===== src/rtl/ipat_pkg.sv =====
// ----------------------------------------------------------------------------
// ipat_pkg
// Shared types, character codes and helper functions of the address parser.
// ----------------------------------------------------------------------------
`default_nettype none

package ipat_pkg;

    localparam int ADDR_BYTES = 16;
    localparam int DOT_OCTETS = 4;

    // character codes
    localparam logic [7:0] CH_NUL   = 8'h00;
    localparam logic [7:0] CH_DOT   = 8'h2e;
    localparam logic [7:0] CH_COLON = 8'h3a;
    localparam logic [7:0] CH_0     = 8'h30;
    localparam logic [7:0] CH_9     = 8'h39;
    localparam logic [7:0] CH_UA    = 8'h41;
    localparam logic [7:0] CH_UZ    = 8'h5a;
    localparam logic [7:0] CH_LA    = 8'h61;
    localparam logic [7:0] CH_LF    = 8'h66;
    localparam logic [7:0] CASE_BIT = 8'h20;

    localparam logic [11:0] OCTET_MAX = 12'd255;
    localparam logic [16:0] GROUP_MAX = 17'h0ffff;

    // address family codes (anything above FAM_IPV6 is unsupported)
    localparam logic [1:0] FAM_IPV4 = 2'd0;
    localparam logic [1:0] FAM_IPV6 = 2'd1;

    typedef enum logic [1:0] {
        PH_FIRST      = 2'd0,
        PH_LEAD_COLON = 2'd1,
        PH_RUN        = 2'd2
    } t_phase;

    typedef enum logic [1:0] {
        ST_OK         = 2'd0,
        ST_MALFORMED  = 2'd1,
        ST_BAD_FAMILY = 2'd2
    } t_status;

    typedef struct packed {
        logic [DOT_OCTETS-1:0][7:0] octets;
        logic [2:0]                 count;
        logic                       saw;
        logic                       failed;
    } t_dot;

    typedef struct packed {
        logic [ADDR_BYTES-1:0][7:0] addr;
        logic [4:0]                 filled;
        logic [16:0]                group;
        logic                       saw_hex;
        logic                       gap_valid;
        logic [4:0]                 gap_pos;
        t_phase                     phase;
        logic                       pending;
        t_dot                       dot;
        logic                       in_tail;
        logic                       err;
        logic [1:0]                 fam;
    } t_state;

    typedef struct packed {
        t_status     status;
        logic [63:0] address_high;
        logic [63:0] address_low;
    } t_result;

    localparam t_dot   DOT_RESET   = '0;
    localparam t_state STATE_RESET = '0;

    function automatic logic is_digit(input logic [7:0] c);
        return (c >= CH_0) && (c <= CH_9);
    endfunction

    // {hit, nibble} for a lower-case hex digit
    function automatic logic [4:0] hex_decode(input logic [7:0] c);
        logic [4:0] r;
        r = '0;
        if (is_digit(c)) begin
            r = {1'b1, c[3:0]};
        end else if ((c >= CH_LA) && (c <= CH_LF)) begin
            r = {1'b1, c[3:0] + 4'd9};
        end
        return r;
    endfunction

    // one character into the dotted-quad recognizer
    function automatic t_dot dot_feed(input t_dot d, input logic [7:0] c);
        t_dot        r;
        logic [1:0]  slot;
        logic [7:0]  cur;
        logic [11:0] nv;
        logic [2:0]  cnt;
        r    = d;
        slot = d.saw ? (d.count[1:0] - 2'd1) : d.count[1:0];
        cur  = d.octets[slot];
        nv   = ({4'd0, cur} * 12'd10) + {8'd0, c[3:0]};
        cnt  = d.count + 3'd1;
        if (!d.failed) begin
            if (is_digit(c)) begin
                if (d.saw && (cur == 8'd0)) begin
                    r.failed = 1'b1;
                end else if (nv > OCTET_MAX) begin
                    r.failed = 1'b1;
                end else begin
                    r.octets[slot] = nv[7:0];
                    if (!d.saw) begin
                        r.count = cnt;
                        if (cnt > 3'(DOT_OCTETS)) begin
                            r.failed = 1'b1;
                        end else begin
                            r.saw = 1'b1;
                        end
                    end
                end
            end else if ((c == CH_DOT) && d.saw) begin
                if (d.count >= 3'(DOT_OCTETS)) begin
                    r.failed = 1'b1;
                end else begin
                    r.octets[d.count[1:0]] = 8'd0;
                    r.saw = 1'b0;
                end
            end else begin
                r.failed = 1'b1;
            end
        end
        return r;
    endfunction

endpackage

`default_nettype wire


===== src/rtl/ipat_in_if.sv =====
// ----------------------------------------------------------------------------
// ipat_in_if
// Character request channel: one text character and the address family.
// ----------------------------------------------------------------------------
`default_nettype none

interface ipat_in_if;
    logic       valid;
    logic       ready;
    logic [7:0] ch;
    logic [1:0] family;

    modport source (output valid, output ch, output family, input ready);
    modport sink   (input valid, input ch, input family, output ready);
endinterface

`default_nettype wire


===== src/rtl/ipat_out_if.sv =====
// ----------------------------------------------------------------------------
// ipat_out_if
// Result request channel: parse status and the 128-bit address.
// ----------------------------------------------------------------------------
`default_nettype none

interface ipat_out_if;
    logic        valid;
    logic        ready;
    logic [1:0]  status;
    logic [63:0] address_high;
    logic [63:0] address_low;

    modport source (output valid, output status, output address_high, output address_low,
                    input ready);
    modport sink   (input valid, input status, input address_high, input address_low,
                    output ready);
endinterface

`default_nettype wire


===== src/rtl/ipat_char_step.sv =====
// ----------------------------------------------------------------------------
// ipat_char_step
// Next parse state for one non-terminating character.
// ----------------------------------------------------------------------------
`default_nettype none

module ipat_char_step
    import ipat_pkg::*;
(
    input  var t_state     i_st,
    input  var logic [7:0] i_ch,
    input  var logic [1:0] i_family,
    output var t_state     o_st
);

    function automatic t_state v6_feed(input t_state s, input logic [7:0] c);
        t_state      r;
        logic [7:0]  lc;
        logic [4:0]  hv;
        logic [16:0] gv;
        logic [5:0]  fill6;
        r     = s;
        lc    = ((c >= CH_UA) && (c <= CH_UZ)) ? (c + CASE_BIT) : c;
        hv    = hex_decode(lc);
        gv    = {s.group[12:0], hv[3:0]};
        fill6 = {1'b0, s.filled};
        r.pending = 1'b0;
        if (s.in_tail) begin
            r.dot = dot_feed(s.dot, c);
        end else if (hv[4]) begin
            r.group = gv;
            if (gv > GROUP_MAX) begin
                r.err = 1'b1;
            end else begin
                r.saw_hex = 1'b1;
                r.dot     = dot_feed(s.dot, lc);
            end
        end else if (lc == CH_COLON) begin
            r.dot = DOT_RESET;
            if (!s.saw_hex) begin
                if (s.gap_valid) begin
                    r.err = 1'b1;
                end else begin
                    r.gap_valid = 1'b1;
                    r.gap_pos   = s.filled;
                end
            end else begin
                r.pending = 1'b1;
                if ((fill6 + 6'd2) > 6'(ADDR_BYTES)) begin
                    r.err = 1'b1;
                end else begin
                    r.addr[s.filled[3:0]]        = s.group[15:8];
                    r.addr[s.filled[3:0] + 4'd1] = s.group[7:0];
                    r.filled  = s.filled + 5'd2;
                    r.saw_hex = 1'b0;
                    r.group   = '0;
                end
            end
        end else if (lc == CH_DOT) begin
            if ((fill6 + 6'd4) > 6'(ADDR_BYTES)) begin
                r.err = 1'b1;
            end else begin
                r.dot     = dot_feed(s.dot, lc);
                r.in_tail = 1'b1;
            end
        end else begin
            r.err = 1'b1;
        end
        return r;
    endfunction

    logic [1:0] w_fam;
    t_state     w_tmp;

    always_comb begin
        w_fam = (i_st.phase == PH_FIRST) ? i_family : i_st.fam;
        w_tmp = i_st;
        w_tmp.fam = w_fam;
        o_st = w_tmp;
        if ((w_fam > FAM_IPV6) || i_st.err) begin
            o_st.phase = PH_RUN;
        end else if (w_fam == FAM_IPV4) begin
            o_st.phase = PH_RUN;
            o_st.dot   = dot_feed(i_st.dot, i_ch);
            if (o_st.dot.failed) begin
                o_st.err = 1'b1;
            end
        end else if (i_st.phase == PH_FIRST) begin
            if (i_ch == CH_COLON) begin
                o_st.phase = PH_LEAD_COLON;
            end else begin
                w_tmp.phase = PH_RUN;
                o_st = v6_feed(w_tmp, i_ch);
            end
        end else if (i_st.phase == PH_LEAD_COLON) begin
            w_tmp.phase = PH_RUN;
            if (i_ch != CH_COLON) begin
                o_st = w_tmp;
                o_st.err = 1'b1;
            end else begin
                o_st = v6_feed(w_tmp, i_ch);
            end
        end else begin
            o_st = v6_feed(w_tmp, i_ch);
        end
    end

endmodule

`default_nettype wire


===== src/rtl/ipat_finish.sv =====
// ----------------------------------------------------------------------------
// ipat_finish
// Result for the terminating character: last group, gap expansion, status.
// ----------------------------------------------------------------------------
`default_nettype none

module ipat_finish
    import ipat_pkg::*;
(
    input  var t_state     i_st,
    input  var logic [1:0] i_family,
    output var t_result    o_res
);

    logic [1:0]                 w_fam;
    logic                       w_ok;
    logic [5:0]                 w_fill;
    logic [5:0]                 w_gap;
    logic [5:0]                 w_src;
    logic [ADDR_BYTES-1:0][7:0] w_a;
    logic [ADDR_BYTES-1:0][7:0] w_b;

    always_comb begin
        w_fam  = (i_st.phase == PH_FIRST) ? i_family : i_st.fam;
        w_ok   = (i_st.phase == PH_RUN) && !i_st.pending && !i_st.err;
        w_fill = {1'b0, i_st.filled};
        w_gap  = {1'b0, i_st.gap_pos};
        w_a    = i_st.addr;
        w_src  = '0;

        // flush the open group or dotted tail
        if (i_st.in_tail) begin
            if (i_st.dot.failed || (i_st.dot.count < 3'(DOT_OCTETS))
                    || ((w_fill + 6'd4) > 6'(ADDR_BYTES))) begin
                w_ok = 1'b0;
            end else begin
                for (int i = 0; i < DOT_OCTETS; i++) begin
                    w_a[i_st.filled[3:0] + 4'(i)] = i_st.dot.octets[i];
                end
                w_fill = w_fill + 6'd4;
            end
        end else if (i_st.saw_hex) begin
            if ((w_fill + 6'd2) > 6'(ADDR_BYTES)) begin
                w_ok = 1'b0;
            end else begin
                w_a[i_st.filled[3:0]]        = i_st.group[15:8];
                w_a[i_st.filled[3:0] + 4'd1] = i_st.group[7:0];
                w_fill = w_fill + 6'd2;
            end
        end

        // move the bytes after the gap to the end of the address
        w_b = w_a;
        if (i_st.gap_valid) begin
            if ((w_fill >= 6'(ADDR_BYTES)) || (w_gap > w_fill)) begin
                w_ok = 1'b0;
            end else begin
                for (int k = 0; k < ADDR_BYTES; k++) begin
                    w_src = 6'(k) + w_fill - 6'(ADDR_BYTES);
                    if (6'(k) < w_gap) begin
                        w_b[k] = w_a[k];
                    end else if ((6'(k) + w_fill) >= (6'(ADDR_BYTES) + w_gap)) begin
                        w_b[k] = w_a[w_src[3:0]];
                    end else begin
                        w_b[k] = 8'd0;
                    end
                end
                w_fill = 6'(ADDR_BYTES);
            end
        end
        if (w_fill != 6'(ADDR_BYTES)) begin
            w_ok = 1'b0;
        end

        o_res.status       = ST_MALFORMED;
        o_res.address_high = '0;
        o_res.address_low  = '0;
        if (w_fam > FAM_IPV6) begin
            o_res.status = ST_BAD_FAMILY;
        end else if (w_fam == FAM_IPV4) begin
            if (!i_st.err && !i_st.dot.failed && (i_st.dot.count >= 3'(DOT_OCTETS))) begin
                o_res.status = ST_OK;
                o_res.address_low[31:0] = {i_st.dot.octets[0], i_st.dot.octets[1],
                                           i_st.dot.octets[2], i_st.dot.octets[3]};
            end
        end else if (w_ok) begin
            o_res.status = ST_OK;
            for (int k = 0; k < ADDR_BYTES / 2; k++) begin
                o_res.address_high[63 - 8 * k -: 8] = w_b[k];
                o_res.address_low[63 - 8 * k -: 8]  = w_b[k + ADDR_BYTES / 2];
            end
        end
    end

endmodule

`default_nettype wire


===== src/rtl/ip_address_text_parser.sv =====
// ----------------------------------------------------------------------------
// ip_address_text_parser
// Streaming IPv4 / IPv6 address text parser, one character per request.
// ----------------------------------------------------------------------------
// The block takes an address string one character per request on i_req and
// ends it with a zero character; the family (0 IPv4, 1 IPv6, other values
// unsupported) is taken from the first character of each string only. Each
// character is captured in an input register; the next parse state is computed
// by shallow logic and written to the state register, for an ordinary character
// in the following cycle, so one character per clock is sustained while no
// terminator waits. The terminating character produces one result request on
// o_res: the result is written into the result register, which drives
// o_res.valid. The result carries status 0 with the address (IPv6 in
// address_high / address_low, big-endian; IPv4 in address_low[31:0], first
// octet highest), status 1 for malformed text or status 2 for an unsupported
// family, with a zero address on any failure. The gap expansion of "::" happens
// in the same cycle as the terminator, so strings may follow each other without
// idle cycles. Only a terminator waits when the result register still holds an
// untaken result; ordinary characters keep flowing past a stalled output.
// ----------------------------------------------------------------------------
`default_nettype none

module ip_address_text_parser
    import ipat_pkg::*;
(
    input  wire          i_clk,
    input  wire          i_rst_n,
    ipat_in_if.sink      i_req,
    ipat_out_if.source   o_res
);

    // input register
    logic       r_in_vld;
    logic       n_in_vld;
    logic [7:0] r_in_ch;
    logic [1:0] r_in_fam;

    // parse state
    t_state     r_st;
    t_state     n_st;

    // result register
    logic       r_out_vld;
    logic       n_out_vld;
    t_result    r_out;

    t_state     w_step;
    t_result    w_fin;
    logic       w_term;
    logic       w_fire;
    logic       w_in_take;

    ipat_char_step u_char_step (
        .i_st     (r_st),
        .i_ch     (r_in_ch),
        .i_family (r_in_fam),
        .o_st     (w_step)
    );

    ipat_finish u_finish (
        .i_st     (r_st),
        .i_family (r_in_fam),
        .o_res    (w_fin)
    );

    // a terminator needs a free (or draining) result register
    assign w_term    = (r_in_ch == CH_NUL);
    assign w_fire    = r_in_vld && (!w_term || !r_out_vld || o_res.ready);
    assign w_in_take = i_req.valid && i_req.ready;

    assign i_req.ready = !r_in_vld || w_fire;

    always_comb begin
        n_in_vld = r_in_vld;
        if (w_in_take) begin
            n_in_vld = 1'b1;
        end else if (w_fire) begin
            n_in_vld = 1'b0;
        end

        // every string starts from the reset state
        n_st = r_st;
        if (w_fire) begin
            n_st = w_term ? STATE_RESET : w_step;
        end

        n_out_vld = r_out_vld;
        if (w_fire && w_term) begin
            n_out_vld = 1'b1;
        end else if (o_res.ready) begin
            n_out_vld = 1'b0;
        end
    end

    always_ff @(posedge i_clk) begin
        if (!i_rst_n) begin
            r_in_vld  <= 1'b0;
            r_st      <= STATE_RESET;
            r_out_vld <= 1'b0;
        end else begin
            r_in_vld  <= n_in_vld;
            r_st      <= n_st;
            r_out_vld <= n_out_vld;
        end
    end

    // payload registers
    always_ff @(posedge i_clk) begin
        if (w_in_take) begin
            r_in_ch  <= i_req.ch;
            r_in_fam <= i_req.family;
        end
        if (w_fire && w_term) begin
            r_out <= w_fin;
        end
    end

    assign o_res.valid        = r_out_vld;
    assign o_res.status       = r_out.status;
    assign o_res.address_high = r_out.address_high;
    assign o_res.address_low  = r_out.address_low;

endmodule

`default_nettype wire

===== src/flat_wrapper.sv =====
// flat-port wrapper written by rule: the top's interface ports become plain ports
module ip_address_text_parser_flat import ipat_pkg::*;
  (i_clk, i_rst_n, i_req_valid, i_req_ch, i_req_family, i_req_ready, o_res_valid, o_res_status, o_res_address_high, o_res_address_low, o_res_ready);
  ipat_in_if i_req_i ();
  ipat_out_if o_res_i ();
  input  wire i_clk;
  input  wire i_rst_n;
  input wire logic [$bits(i_req_i.valid)-1:0] i_req_valid;
  input wire logic [$bits(i_req_i.ch)-1:0] i_req_ch;
  input wire logic [$bits(i_req_i.family)-1:0] i_req_family;
  output wire logic [$bits(i_req_i.ready)-1:0] i_req_ready;
  output wire logic [$bits(o_res_i.valid)-1:0] o_res_valid;
  output wire logic [$bits(o_res_i.status)-1:0] o_res_status;
  output wire logic [$bits(o_res_i.address_high)-1:0] o_res_address_high;
  output wire logic [$bits(o_res_i.address_low)-1:0] o_res_address_low;
  input wire logic [$bits(o_res_i.ready)-1:0] o_res_ready;
  assign i_req_i.valid = i_req_valid;
  assign i_req_i.ch = i_req_ch;
  assign i_req_i.family = i_req_family;
  assign i_req_ready = i_req_i.ready;
  assign o_res_valid = o_res_i.valid;
  assign o_res_status = o_res_i.status;
  assign o_res_address_high = o_res_i.address_high;
  assign o_res_address_low = o_res_i.address_low;
  assign o_res_i.ready = o_res_ready;
  ip_address_text_parser u_core (.i_clk(i_clk), .i_rst_n(i_rst_n), .i_req(i_req_i), .o_res(o_res_i));
endmodule

===== config.mk =====
export PLATFORM = sky130hd
export DESIGN_NAME = ip_address_text_parser_flat
export DESIGN_NICKNAME = d
export VERILOG_FILES = /design/src/rtl/ipat_pkg.sv /design/src/rtl/ipat_in_if.sv /design/src/rtl/ipat_out_if.sv /design/src/rtl/ipat_char_step.sv /design/src/rtl/ipat_finish.sv /design/src/rtl/ip_address_text_parser.sv /design/src/flat_wrapper.sv
export SDC_FILE = /design/constraint.sdc
export NUM_CORES = 2
export LEC_CHECK = 0
export BUFFER_PORTS_ARGS = -buffer_cell sky130_fd_sc_hd__buf_4
export CORE_MARGIN = 2
export CORE_UTILIZATION = 35
export DETAILED_ROUTE_END_ITERATION = 8
export SLEW_MARGIN = 20
export SYNTH_ARGS = -nofsm -noshare
export SYNTH_HDL_FRONTEND = slang
export SYNTH_SLANG_ARGS = --single-unit

===== constraint.sdc =====
create_clock -name i_clk -period 12.25 [get_ports i_clk]
set_clock_uncertainty 0.1 [all_clocks]
set_input_delay 0.6125 -clock i_clk [delete_from_list [all_inputs] [get_ports i_clk]]
set_output_delay 0.6125 -clock i_clk [all_outputs]
set_load 0.005 [all_outputs]

==> run summary <==
Floorplanning
* 297 um — Chip Width
* 146 — I/O pin cnt
* 297 um — die span in y
* 0.3529 — effective utilization at floorplan
* 0.08821 sq mm — area enclosed by the die boundary
* 107 — # rows
* 0.08515 sq mm — floorplan core area

Global routing
* 0 — final global-route overflow total
* 0.2721 — global routing usage summed across all routing layers
* 27570 — vias in the first global route
* 79 — pin count of the biggest net entering global routing
* 185700 um — global-route wire length before repair
* 2 — initial antenna violation count

STA
* 0.6406 — fraction of the cycle the final worst path needs
* 0 — final setup violating endpoints
* 7.847 ns — min cycle time layout
* 0 — final hold violation count
* 1.137 ns — transition at the pin with the smallest max-transition slack
* 0 ns — setup total negative slack
* 0.2414 — Rel. slew slack
* 127.4 MHz — Max Clock Freq
* 0 — pins over their slew limit
* false — unrepaired setup endpoints after global routing

Synthesis
* 341 — synthesis-stage register bit count
* 0.2738 — sequential element share of the synthesized area
* 0 — share of flip-flops with an asynchronous set or reset
* 0 — yosys synthesis warning count
* 3539 — Cells after Synth
* nor2_1 — most numerous cell in the Yosys netlist
* edfxtp_1 14%, dfxtp_1 13%, mux2i_1 12% — leading post-synthesis cells by cell area
* dfxtp_1 — commonest register cell after synthesis
* 0.1399 — top cell type's share of synthesized area
* 0.03005 sq mm — mapped cell area
* 8.490 sq um — post-synthesis area per instance
* 111 — synth unique cells
* edfxtp_1 — library cell occupying the most area in the post-synthesis netlist
* 140 — number of flops mapped to enable cells by yosys
* 366 x nor2_1, 356 x mux2i_1, 319 x nand2_1 — most frequent cells after synthesis

Worst setup path
* 12.58 ns — Critical Path RT
* flip-flop — Worst setup SP type
* 8.17 ns — Crit path arrival time
* 69 — maximum fanout along the worst path
* flip-flop to flip-flop — critical path class
* flip-flop — critical path capture point type

CTS
* 0 — count of hold buffers inserted by post-cts repair
* 44 — number of clock buffers inserted by TritonCTS
* 3 — maximum buffer depth of the clock tree
* 0 — post-CTS resize count
* 0.62 ns — clock latency of the later-clocked register in the worst-skew pair
* 0.06 ns — clock slew at reported path FFs
* clkbuf_16 — CTS Root Cell
* 2 — CTS H-tree depth
* yes — clock tree from TritonCTS
* 0 — number of setup buffers added after CTS
* 341 — clk sink count

Pwr
* 12.41 nW — cell leakage power
* 0.002162 W — internal portion of total power
* 0.002895 W — post-layout power
* 0.2531 — fraction of power spent switching nets
* 0.1058 mV — largest vdd supply drop
* 0.514 — relative contribution of the clock network to total power
* 86.25 mW/mm^2 — P per Cell Area
* 0.415 — fraction of power consumed by sequential logic
* 0.0007326 W — Net Switching
* 0.071 — share of power burned in combinational logic

Flow run
* 0 — max capacitance violation total

Drt
* 6.457 — average vias per placed instance
* 3831 — initial DRC count
* 125900 um — wire length reported by the detailed router
* 0 — Antenna Violating Nets Remaining
* 30170 — Vias
* 0 — number of design rule violations left after detail routing
* 8 — first-pass iteration count of the detailed router
* 26.94 um — average routed wire per standard cell

Cells and area
* 11.71% — Synth-to-Final Area Change
* 3614 — Layout Nets
* 0 — diode count
* 0.1607 — fraction of final layout cells sized beyond drive strength 1

Min path
* input port to flip-flop — Hold/Removal Path Class

Place
* 0.9786 — RD Place Congestion
* 90320 um — final HPWL from detailed placement
* 145 — Port-buffer cells

Run status
* completed — status

state kept, by name, summed over array words and instances, names as in the netlist:
| name | cells |
|---|---|
| u_core.o_res.address_high | 64 |
| u_core.o_res.address_low | 64 |
| u_core.o_res.status | 2 |
| u_core.o_res.valid | 1 |
| u_core.r_in_ch | 8 |
| u_core.r_in_fam | 2 |
| u_core.r_in_vld | 1 |
| u_core.r_st | 199 |
metrics by stage:
stage | hold slack, ns | instance area (sq um) | util | cells | setup slack [ns]
3_5_place_dp | 0.3663 | 31920 | 0.3749 | 4590 | 4.630
3_3_place_gp | 0.3605 | 31910 | 0.3748 | 4589 | 4.662
6_report | 0.09082 | 33570 | 0.3942 | 4672 | 4.403
4_1_cts | 0.07019 | 33560 | 0.3941 | 4672 | 4.621
5_1_grt | 0.08451 | 33570 | 0.3942 | 4672 | 3.927
2_1_floorplan | 0.3417 | 30050 | - | 3540 | 6.059
critical path: stages, from the launching register on:
cell	delay, ns
dfxtp_1	0.82
ha_1	0.72
nand2_1	0.55
or3_1	0.52
a311oi_1	0.35
or3_4	0.18
buf_4	0.70
ha_1	0.40
o21a_1	0.12
o21ai_0	0.13
a21o_1	0.17
and4_1	0.66
nand2_1	0.61
nor2_1	0.74
nand4_1	0.54
o221ai_1	0.32
power by group through the flow:
stage	clock (W)	sequential, W	combinational [W]
2_1_floorplan	0	0.00121	0.000143
5_1_grt	0.00154	0.00120	0.000219
3_5_place_dp	0	0.00123	0.000198
3_3_place_gp	0	0.00122	0.000197
4_1_cts	0.00151	0.00120	0.000198
6_report	0.00149	0.00120	0.000205
worst paths after layout:
| path | depth (start not counted) | slack (ns) | end | start |
|---|---|---|---|---|
| setup / recovery | 15 | 4.40 | u_core.o_res.address_high[31] | u_core.r_st[70] |
| hold / removal | 1 | 0.09 | u_core.r_in_ch[3] | i_req_ch[3] |
| setup reg to reg | 15 | 4.40 | u_core.o_res.address_high[31] | u_core.r_st[70] |
| hold reg to reg | 2 | 0.37 | u_core.r_st[41] | u_core.r_st[41] |
layout make-up:
class	instances	area, sq um
repair buffers	222	1664
flip-flops and latches	341	8233
clock inverters	17	317.8
inverters	70	266.5
fillers	8668	51580
multi-input cells	2813	20330
well taps	1144	1431
clock buffers	65	1323
cell families (layout without fill, tap and decap cells):
group	Yosys count	count (layout)	share of synthesized area
AOI/OAI and AO/OA	1057	1057	0.2479
buffers and inverters	386	374	0.05184
DFF	341	341	0.2738
and+or+nand+nor	1098	1098	0.1743
adders and majority gates	108	108	0.04547
other	1	2	0.0001248
muxes	510	510	0.1935
xor gates and xnor gates	38	38	0.01295
per-layer routing:
layer	wire, um	vias up	track usage
met4	3984	0	0.08442
met3	15270	255	0.05996
met5	0	-	0
li1	-	13320	-
met1	52390	14580	0.3851
met2	54240	2009	0.4104
layout by cell type (no fill, tap or decap), drive strengths merged, types with 42 or more instances in the layout:
cell / n
nor2: 379
mux2i: 356
nand2: 320
buf: 222
dfxtp: 201
o21ai: 181
a21oi: 160
edfxtp: 140
mux2: 108
o22ai: 107
ha: 106
nor3: 79
a211oi: 77
o221ai: 74
inv: 70
nand3: 65
clkbuf: 65
a21o: 60
mux4: 46
nand2b: 42
No activity file was read; power rests on OpenSTA's default activity.
